File: config.mk
export PLATFORM = sky130hd
export DESIGN_NAME = sfd_mul
export DESIGN_NICKNAME = d
export VERILOG_FILES = /design/src/sv/stereo_filtered_feedback_delay_macros.svh /design/src/sv/sfd_pkg.sv /design/src/sv/sfd_mul.sv
export SDC_FILE = /design/constraint.sdc
export NUM_CORES = 1
export LEC_CHECK = 0
export ABC_CLOCK_PERIOD_IN_PS = 3390
export BUFFER_PORTS_ARGS = -buffer_cell sky130_fd_sc_hd__buf_2
export CAP_MARGIN = 20
export CORE_MARGIN = 10
export CORE_UTILIZATION = 40
export CTS_CLUSTER_DIAMETER = 200
export DETAILED_ROUTE_END_ITERATION = 8
export GPL_ROUTABILITY_DRIVEN = 0
export GPL_TIMING_DRIVEN = 1
export SYNTH_ARGS = -nofsm -noshare
export SYNTH_HDL_FRONTEND = slang
export SYNTH_SLANG_ARGS = --single-unit
File: constraint.sdc
create_clock -name clk -period 3.39 [get_ports clk]
set_input_delay 0.1695 -clock clk [delete_from_list [all_inputs] [get_ports clk]]
set_output_delay 0.1695 -clock clk [all_outputs]
set_load 0.1 [all_outputs]
File: src/sv/stereo_filtered_feedback_delay_macros.svh
// ----------------------------------------------------------------------------
// Stereo filtered feedback delay: assertion macros
// Shared concurrent assertion forms, clocked on clk.
// ----------------------------------------------------------------------------
`ifndef STEREO_FILTERED_FEEDBACK_DELAY_MACROS_SVH
`define STEREO_FILTERED_FEEDBACK_DELAY_MACROS_SVH

// check outside reset
`define SFD_ASSERT(label, prop, msg) \
  label: assert property (@(posedge clk) disable iff (rst) prop) else $error(msg);

// check on every edge, reset included
`define SFD_ASSERT_ALWAYS(label, prop, msg) \
  label: assert property (@(posedge clk) prop) else $error(msg);

`endif

File: src/sv/sfd_pkg.sv
// ----------------------------------------------------------------------------
// sfd_pkg
// Types, constants and helpers for the stereo filtered feedback delay.
// ----------------------------------------------------------------------------
package sfd_pkg;

  localparam int DATA_W          = 16;
  localparam int KNOB_W          = 17;
  localparam int CFG_IDX_W       = 3;
  localparam int DELAY_DEPTH_DEF = 65536;
  localparam int FILTER_STEPS    = 5;

  localparam logic [KNOB_W-1:0] KNOB_ONE = 17'h10000;

  localparam logic [15:0]       LAST_INDEX_RST = 16'd4999;
  localparam logic [KNOB_W-1:0] DRIVE_RST      = 17'd58982;
  localparam logic [KNOB_W-1:0] CUTOFF_RST     = 17'd19661;
  localparam logic [KNOB_W-1:0] FEEDBACK_RST   = 17'd13107;
  localparam logic [KNOB_W-1:0] MIX_RST        = 17'd19661;

  localparam logic [CFG_IDX_W-1:0] REG_LAST_INDEX = 3'd0;
  localparam logic [CFG_IDX_W-1:0] REG_DRIVE      = 3'd1;
  localparam logic [CFG_IDX_W-1:0] REG_CUTOFF     = 3'd2;
  localparam logic [CFG_IDX_W-1:0] REG_FEEDBACK   = 3'd3;
  localparam logic [CFG_IDX_W-1:0] REG_MIX        = 3'd4;

  typedef struct packed {
    logic signed [DATA_W-1:0] left_in;
    logic signed [DATA_W-1:0] right_in;
  } frame_in_t;

  typedef struct packed {
    logic signed [DATA_W-1:0] left_out;
    logic signed [DATA_W-1:0] right_out;
  } frame_out_t;

  typedef struct packed {
    logic               start;
    logic signed [17:0] a;
    logic [16:0]        b;
  } mul_req_t;

  typedef struct packed {
    logic               busy;
    logic               done;
    logic signed [35:0] prod;
  } mul_rsp_t;

  function automatic logic signed [15:0] sat16(input logic signed [19:0] v);
    logic signed [15:0] r;
    if (v > 20'sd32767) begin
      r = 16'sh7fff;
    end else if (v < -20'sd32768) begin
      r = 16'sh8000;
    end else begin
      r = v[15:0];
    end
    return r;
  endfunction

  function automatic logic [KNOB_W-1:0] knob_clamp(input logic [KNOB_W-1:0] v);
    return (v > KNOB_ONE) ? KNOB_ONE : v;
  endfunction

endpackage

File: src/sv/sfd_mul.sv
// ----------------------------------------------------------------------------
// sfd_mul
// Bit-serial signed by unsigned multiplier, one multiplier bit per cycle.
// ----------------------------------------------------------------------------
module sfd_mul (
  input  logic              clk,
  input  logic              rst,
  input  sfd_pkg::mul_req_t req,
  output sfd_pkg::mul_rsp_t rsp
);

  logic               busy;
  logic               done;
  logic [4:0]         cnt;
  logic signed [17:0] a_reg;
  logic signed [18:0] hi;
  logic [16:0]        lo;
  logic signed [18:0] sum;

  always_comb begin
    sum = hi + (lo[0] ? {a_reg[17], a_reg} : 19'sd0);
  end

  always_ff @(posedge clk) begin
    if (rst) begin
      busy <= 1'b0;
      done <= 1'b0;
      cnt  <= '0;
    end else begin
      done <= busy && (cnt == 5'd16);
      if (req.start && !busy) begin
        busy  <= 1'b1;
        cnt   <= '0;
        a_reg <= req.a;
        hi    <= '0;
        lo    <= req.b;
      end else if (busy) begin
        hi  <= sum >>> 1;
        lo  <= {sum[0], lo[16:1]};
        cnt <= cnt + 5'd1;
        if (cnt == 5'd16) begin
          busy <= 1'b0;
        end
      end
    end
  end

  assign rsp.busy = busy;
  assign rsp.done = done;
  assign rsp.prod = {hi[18:0], lo};

endmodule

==> flow_metrics.py, run 1 <==
metrics = {
    "clock_network": {
        "root_buffer": "clkbuf_8",
        "path_clk_slew_ps": 70,
        "clk_path_buf_depth": 2,
        "clkSinkCount": 60,
        "cts_tree": "yes",
        "clk_latency_ps": 340,
        "cts_made_buffers": 9,
        "cts.htree.levels": 3,
    },
    "floorplan": {
        "dieArea_mm2": 0.0123,
        "num_rows": 33,
        "die_h_um": 111,
        "start_util_pct": 40.6,
        "core-area_mm2": 0.00813,
        "ios": 76,
        "dieWidth_um": 111,
    },
    "hold_path": {
        "hold_class": "in -> reg",
        "min_from": "req[1]",
        "min_to": "lo[1]",
        "hold_path_depth": 2,
    },
    "setup_path": {
        "reg2reg_depth": 10,
        "worstSetupPathType": "reg -> reg",
        "worst_path_max_delay_cell": "edfxtp_1",
        "crit_path_max_incr_delay_ps": 690,
        "cp_top_family": "flip-flops",
        "crit_arrival_ps": 2930,
        "worst-path-buf-inv": 1,
        "reg2reg_from": "lo[0]",
        "r2r_slack_ps": 550,
        "worst-endpoint-required_ps": 3480,
        "path_max_fanout": 19,
        "reg2reg_to": "hi[9]",
        "timing.critical_path.from_type": "register",
        "endpoint_kind": "register",
        "path_cells": "and2_1 -> ha_1 -> inv_1 -> fa_1 -> nor2b_4 -> o31a_4 -> o21ai_4 -> a21oi_2 -> a31oi_1 -> mux2_1",
    },
    "synth": {
        "yosysTopAreaCell": "edfxtp_1",
        "syn-instance-count": 266,
        "synth_edf_count": 53,
        "syn_avg_cell_area_um2": 12.4,
        "syn-cell-area_mm2": 0.00330,
        "synth_fp_nets": 325,
        "ys_seq_elements": 60,
        "ys_warn_count": 0,
        "synth_seq_area_share_pct": 52.4,
        "ys.flop_type": "edfxtp_1",
        "synth_top_area_share_pct": 48.2,
        "synth-async-reset-ratio_pct": 0,
        "synth_cell_types": 53,
        "synth_area_leaders": "edfxtp_1 (48%), ha_1 (7.6%), mux2_2 (5.8%)",
    },
    "final_layout": {
        "syn2layout_area_growth_pct": 26.6,
        "final_cell_mix": "buf_2 (75), edfxtp_1 (53), ha_1 (20)",
        "multi_input_area_mm2": 0.00149,
        "regArea_mm2": 0.00173,
        "antenna_cells": 0,
        "fill_cells": 754,
        "nNetsFinal": 421,
        "mostFrequentLayoutCell": "buf_2",
        "final_area_mm2": 0.00418,
        "drive_above_1_share_pct": 34.9,
    },
    "global_routing": {
        "grt_pass1_vias": 2538,
        "grt_pass1_wl_mm": 12.4,
        "track_usage_pct": 12.1,
        "grt-ovfl-total": 0,
        "grt_max_degree": 36,
        "antenna_found_initial": 0,
    },
    "detailed_routing": {
        "via_per_inst": 5.04,
        "drt_iter0_markers": 76,
        "drc": 0,
        "routed_wl_mm": 7.35,
        "ant_nets": 0,
        "via_count": 2378,
        "first_pass_iters": 4,
        "wl_per_cell_um": 15.6,
    },
    "placed_design": {
        "dp_slack_ps": 535,
        "numPortBuffers": 75,
        "dpl_cell_area_mm2": 0.00378,
        "place.detailed.hpwl_mm": 5.44,
    },
    "timing": {
        "clock.fmax_mhz": 352,
        "final.min_clock_period_ps": 2840,
        "finalWorstSetupSlack_ps": 548,
        "holdWs_ps": 125,
        "finalSetupViolCount": 0,
        "clock-skew-final_ps": 7.85,
        "finalSetupTns_ps": 0,
        "slew_headroom_pct": 64.3,
        "finalCritPeriodShare_pct": 83.8,
        "slew_violations": 0,
        "hold_viol": 0,
        "worst_pin_slew_ps": 535,
        "rsz0062_at_grt": "false",
    },
    "pwr": {
        "swShare_pct": 34.9,
        "netSwitchingPower_uw": 787,
        "internal_power_uw": 1470,
        "clockPowerShare_pct": 30.3,
        "p_comb_share_pct": 29.6,
        "power_frac_seq_pct": 40.0,
        "ir_worst_vdd_mv": 0.234,
        "power_density_mw_per_mm2": 540,
        "p_leak_uw": 0.00172,
    },
    "run_status": {
        "status": "complete, no violations",
    },
    "flow_run": {
        "max_cap_violations": 0,
    },
}
stage by stage:
stage / util, % / total power, uW / cells
5_1_grt: 51.4 / 2370 / 472
3_5_place_dp: 46.4 / 1570 / 437
2_1_floorplan: - / 1460 / 266
3_3_place_gp: 46.4 / 1570 / 437
6_report: 51.4 / 2260 / 472
4_1_cts: 51.2 / 2280 / 471
synth_stat cells (all sizes together), types with 3 or more instances:
library cell  number
nor2              16
a31oi              4
o21a               7
ha                20
nor2b              6
xor2               6
nand2              8
o21ai             12
nor3              15
a211oi             5
a21o               7
xnor2              6
a21oi             11
nand2b             4
clkbuf             5
inv                5
and2              17
nand4              3
mux2              18
edfxtp            53
buf                8
dfxtp              7
metal layers:
metal | share of wire [%] | track usage (%) | wire length (um)
met1 | 45 | 14.2 | 3280
met2 | 49 | 19.9 | 3590
met3 | 4.9 | 3.90 | 361
met4 | 1.6 | 4.95 | 114
met5 | 0 | 0 | 0
repair_timing:
action,4_1_cts,5_1_grt
endpoints found under the setup margin,0,0
gates resized for setup,0,0
buffers inserted,0,0
endpoints found under the hold margin,18,0
hold buffers,18,0
layout make-up:
cell class / count / share of cell area (%)
clock buffer: 9 / 2.96
clock inverter: 7 / 1.94
inverter: 5 / 0.449
multi-input combinational: 188 / 35.6
sequential: 60 / 41.4
tap: 105 / 3.14
timing repair buffer: 98 / 14.5
power by group through the flow:
| stage | Combinational [uW] | Sequential (uW) | Clock, uW |
|---|---|---|---|
| 2_1_floorplan | 278 | 1180 | 0 |
| 3_3_place_gp | 649 | 919 | 0 |
| 3_5_place_dp | 653 | 922 | 0 |
| 4_1_cts | 672 | 905 | 707 |
| 5_1_grt | 718 | 910 | 740 |
| 6_report | 669 | 903 | 685 |
kinds of logic after synthesis:
family          count (synthesis)  share of synthesized area [%]
fa+ha+maj                      21                           8.18
xor+xnor                       12                           3.18
buf+inv                        18                           2.88
compound gates                 57                           13.3
mux                            19                           6.44
flops                          60                           52.4
simple gates                   79                           13.6
how the worst max path moves through the flow:
stage / cells past startpoint / startpoint / endpoint / slack, ps
floorplan: 11 / lo[0] / hi[9] / 170
global placement: 10 / lo[0] / hi[9] / 610
detailed placement: 10 / lo[0] / hi[9] / 530
CTS: 10 / lo[0] / hi[9] / 500
global route: 10 / lo[0] / hi[9] / 320
finish: 10 / lo[0] / hi[9] / 550
No activity file was read; power rests on OpenSTA's default activity.
==> run 2: changes to the inputs <==
- ABC_CLOCK_PERIOD_IN_PS: 3390 -> 2800
- clock period: 3.39 -> 2.8 ns (I/O delays scaled with it)
==> run 2 against run 1 <==
Critical path depth decreased by 1; utilization increased by 0.29 points; hold slack got worse by 31 ps; first-iteration DRC count decreased by 3.9%; setup slack got worse by 250 ps; non-clock buffer count increased by 2; routed wire length increased by 5.8%; die area unchanged; largest cell class unchanged; sequential power increased by 21%; global-route usage increased by 0.59 points.
==> flow_metrics.py, run 2 (synthesis results as in run 1) <==
metrics = {
    "final_layout": {
        "final_area_mm2": 0.00421,
        "fill_cells": 723,
        "drive_above_1_share_pct": 38.2,
        "final_cell_mix": "buf_2 (75), edfxtp_1 (53), ha_1 (18), dlygate4sd3_1 (18)",
        "mostFrequentLayoutCell": "buf_2",
        "regArea_mm2": 0.00173,
        "syn2layout_area_growth_pct": 27.3,
        "fin_util_pct": 51.7,
        "antenna_cells": 0,
        "multi_input_area_mm2": 0.00153,
        "nNetsFinal": 423,
    },
    "clock_network": {
        "cts_made_buffers": 9,
        "clk_path_buf_depth": 2,
        "cts.htree.levels": 3,
        "clk_latency_ps": 340,
        "ctsResizeCount": 0,
        "cts_tree": "yes",
        "path_clk_slew_ps": 70,
        "clkSinkCount": 60,
        "root_buffer": "clkbuf_8",
    },
    "global_routing": {
        "grt-ovfl-total": 0,
        "grt_pass1_wl_mm": 12.9,
        "grt_pass1_vias": 2536,
        "antenna_found_initial": 0,
        "grt_max_degree": 27,
        "track_usage_pct": 12.7,
    },
    "setup_path": {
        "reg2reg_from": "lo[0]",
        "worstSetupPathType": "reg -> reg",
        "path_max_fanout": 11,
        "worst-path-buf-inv": 1,
        "cp_top_family": "compound AO/OA/AOI/OAI gates",
        "worst_path_max_delay_cell": "edfxtp_1",
        "path_cells": "buf_4 -> and2_1 -> ha_1 -> a41o_1 -> a21oi_2 -> a21boi_2 -> nand2_1 -> a211oi_2 -> a2111oi_2",
        "cp-startpoint": "lo[0]",
        "endpoint_kind": "register",
        "crit_path_max_incr_delay_ps": 430,
        "crit_arrival_ps": 2550,
        "worst-endpoint-required_ps": 2850,
        "timing.critical_path.from_type": "register",
    },
    "run_status": {
        "status": "complete, no violations",
    },
    "timing": {
        "finalSetupTns_ps": 0,
        "slew_violations": 0,
        "clock.fmax_mhz": 400,
        "worst_pin_slew_ps": 704,
        "slew_headroom_pct": 52.9,
        "finalSetupViolCount": 0,
        "final.min_clock_period_ps": 2500,
        "hold_viol": 0,
        "rsz0062_at_grt": "false",
        "holdWs_ps": 93.8,
        "clock-skew-final_ps": 11.7,
        "finalCritPeriodShare_pct": 89.2,
    },
    "detailed_routing": {
        "wl_per_cell_um": 16.4,
        "ant_nets": 0,
        "drc": 0,
        "via_per_inst": 5.11,
        "via_count": 2421,
        "drt_iter0_markers": 73,
        "routed_wl_mm": 7.77,
        "first_pass_iters": 5,
    },
    "hold_path": {
        "min_from": "req[2]",
        "hold_class": "in -> reg",
    },
    "floorplan": {
        "die_h_um": 111,
        "num_rows": 33,
        "dieWidth_um": 111,
        "start_util_pct": 40.6,
        "core-area_mm2": 0.00813,
        "dieArea_mm2": 0.0123,
        "ios": 76,
    },
    "pwr": {
        "power_uw": 2680,
        "power_density_mw_per_mm2": 638,
        "ir_worst_vdd_mv": 0.335,
        "p_leak_uw": 0.00171,
    },
    "flow_run": {
        "max_cap_violations": 0,
    },
    "placed_design": {
        "place.detailed.hpwl_mm": 5.80,
        "dpl_cell_area_mm2": 0.00384,
        "numPortBuffers": 75,
    },
}
==> run 2: cell count changes in the layout (fill, tap and decap cells not counted), moves of 2 or more <==
cell      change
buf_4         +3
a21oi_2       +2
a211oi_1      -2
a211oi_2      +2
a21oi_1       -2
clkinv_1      -2
ha_1          -2
==> run 2: final timing paths <==
path                            endpoint  slack (ps)  cells after the start
worst max-delay path              hi[12]         300                      9
worst min-delay path               lo[2]          90                      2
worst max register to register    hi[12]         300                      9
worst min register to register    cnt[4]         550                      2
==> run 2: power breakdown <==
| group | total [uW] | internal [uW] | switching (uW) | leakage [uW] |
|---|---|---|---|---|
| Combinational | 831 | 240 | 590 | 0.00105 |
| Sequential | 1090 | 1060 | 33.5 | 0.000560 |
| Clock | 760 | 403 | 357 | 0.0000935 |
==> run 2: layout make-up <==
class | count | share of cell area, %
sequential | 60 | 41.2
multi-input combinational | 188 | 36.4
timing repair buffer | 100 | 14.5
tap | 105 | 3.12
clock buffer | 10 | 3.03
clock inverter | 6 | 1.34
inverter | 5 | 0.446
==> run 2: metal layers <==
metal / track usage, % / wire length (um)
met4: 4.17 / 86
met5: 0 / 0
met1: 15.1 / 3500
met2: 19.8 / 3550
met3: 5.90 / 632
==> run 2: through the flow <==
step | instances | worst slack [ps]
final | 474 | 301
after global routing | 474 | 161
after CTS | 474 | 277
after detailed placement | 440 | 276
after global placement | 440 | 310
after floorplan | 266 | -362
==> run 2: repair_timing <==
item	in CTS	in global routing
hold buffers	18	0
setup buffers	0	0
hold endpoints to repair	18	0
==> run 3: changes to the inputs <==
- CELL_PAD_IN_SITES_DETAIL_PLACEMENT: not set -> 1
- CELL_PAD_IN_SITES_GLOBAL_PLACEMENT: not set -> 1
- PLACE_DENSITY_LB_ADDON: not set -> 0.1
==> run 3 against run 2 <==
Routed wire length grew 11%; setup slack lost 180 ps; largest power group unchanged; via count grew 2.3%; global-route usage grew 1.7 points; power grew 9.5%; largest cell class unchanged; highest routed layer unchanged; sequential share of layout area shrank 0.69 points.
==> flow_metrics.py, run 3 (synthesis results as in run 1) <==
metrics = {
    "run_status": {
        "status": "complete, no violations",
    },
    "global_routing": {
        "grt_util_met3_pct": 4.92,
        "grt_use_met2_pct": 24.1,
        "grt_max_degree": 36,
        "track_usage_pct": 14.4,
        "grt_pass1_wl_mm": 14.5,
        "grt_use_met1_pct": 16.7,
        "antenna_found_initial": 0,
        "grt.busiest_layer": "met2",
        "grt-ovfl-total": 0,
        "grt_pass1_vias": 2800,
    },
    "setup_path": {
        "cp_top_family": "flip-flops",
        "path_cells": "buf_4 -> and2_1 -> ha_1 -> or3_1 -> o21ai_0 -> a21oi_2 -> a31oi_1 -> mux2_1",
        "worst-path-buf-inv": 1,
        "worst_path_max_delay_cell": "edfxtp_1",
        "worstSetupPathType": "reg -> reg",
        "cp-startpoint": "lo[0]",
        "worst-endpoint-required_ps": 2890,
        "reg2reg_from": "lo[0]",
        "crit_path_max_incr_delay_ps": 510,
        "timing.critical_path.from_type": "register",
        "endpoint_kind": "register",
        "path_max_fanout": 8,
        "crit_arrival_ps": 2770,
    },
    "placed_design": {
        "placed_cells": 441,
        "dp_slack_ps": 192,
        "dpl_cell_area_mm2": 0.00385,
        "numPortBuffers": 75,
        "place.detailed.hpwl_mm": 6.35,
    },
    "timing": {
        "slew_headroom_pct": 51.6,
        "clock-skew-final_ps": 14.6,
        "finalSetupTns_ps": 0,
        "hold_viol": 0,
        "clock.fmax_mhz": 373,
        "slew_violations": 0,
        "rsz0062_at_grt": "false",
        "finalSetupViolCount": 0,
        "worst_pin_slew_ps": 724,
        "finalWorstSetupSlack_ps": 122,
        "final.min_clock_period_ps": 2680,
        "finalCritPeriodShare_pct": 95.7,
    },
    "clock_network": {
        "clkSinkCount": 60,
        "cts_hold_buf": 18,
        "ctsResizeCount": 0,
        "cts_tree": "yes",
        "clk_latency_ps": 350,
        "post_cts_buffers": 0,
        "clk_path_buf_depth": 2,
        "path_clk_slew_ps": 80,
        "root_buffer": "clkbuf_8",
        "cts_made_buffers": 9,
        "cts.htree.levels": 3,
    },
    "floorplan": {
        "num_rows": 33,
        "die_h_um": 111,
        "core-area_mm2": 0.00813,
        "ios": 76,
        "dieArea_mm2": 0.0123,
        "dieWidth_um": 111,
        "start_util_pct": 40.6,
    },
    "final_layout": {
        "nNetsFinal": 424,
        "fill_cells": 884,
        "regArea_mm2": 0.00173,
        "drive_above_1_share_pct": 38.9,
        "mostFrequentLayoutCell": "buf_2",
        "syn2layout_area_growth_pct": 29.5,
        "multi_input_area_mm2": 0.00153,
        "antenna_cells": 0,
        "fin_cells": 475,
        "final_cell_mix": "buf_2 (75), edfxtp_1 (53), ha_1 (18), dlygate4sd3_1 (18)",
        "final_area_mm2": 0.00428,
    },
    "hold_path": {
        "hold_class": "in -> reg",
        "min_from": "req[4]",
    },
    "detailed_routing": {
        "ant_nets": 0,
        "via_per_inst": 5.21,
        "routed_wl_mm": 8.67,
        "via_count": 2476,
        "drt_iter0_markers": 75,
        "wl_per_cell_um": 18.2,
        "drc": 0,
        "first_pass_iters": 4,
    },
    "pwr": {
        "ir_worst_vdd_mv": 0.453,
        "p_leak_uw": 0.00174,
        "power_density_mw_per_mm2": 687,
    },
    "flow_run": {
        "max_cap_violations": 0,
    },
}
## run 3: worst register-to-register path: stages, from the launching register on
cell,delay [ps]
edfxtp_1,510
buf_4,210
and2_1,140
ha_1,370
or3_1,350
o21ai_0,180
a21oi_2,90
a31oi_1,230
mux2_1,350
## run 3: cell type report
type | instances | share of cell area [%]
Timing Repair Buffer | 101 | 14.4
Sequential cell | 60 | 40.5
Clock inverter | 7 | 2.90
Multi-Input combinational cell | 188 | 35.8
Tap cell | 105 | 3.07
Clock buffer | 9 | 2.90
Inverter | 5 | 0.439
## run 3: report_power, final
part / switching [uW] / internal (uW)
sequential: 35.8 / 1060
clock: 397 / 597
combinational: 605 / 245
## run 3: final timing paths
path            end  slack (ps)  cells past startpoint
min           lo[4]         100                      2
max           hi[9]         120                      8
max reg2reg   hi[9]         120                      8
min reg2reg  cnt[4]         560                      2
## run 3: routing by layer
metal,share of wire (%),up-vias,wire (um)
met5,0,-,0
met4,1.3,0,111
met3,5.4,11,465
met2,50,52,4320
met1,44,1216,3770
li1,-,1197,-
## run 3: per-stage QoR
step	hold WS [ps]	total power [uW]	util, %
floorplan	239	1780	-
finish	95.7	2940	52.6
global placement	316	1930	47.3
detailed placement	319	1950	47.3
CTS	81.0	2970	52.6
global route	76.1	3070	52.6
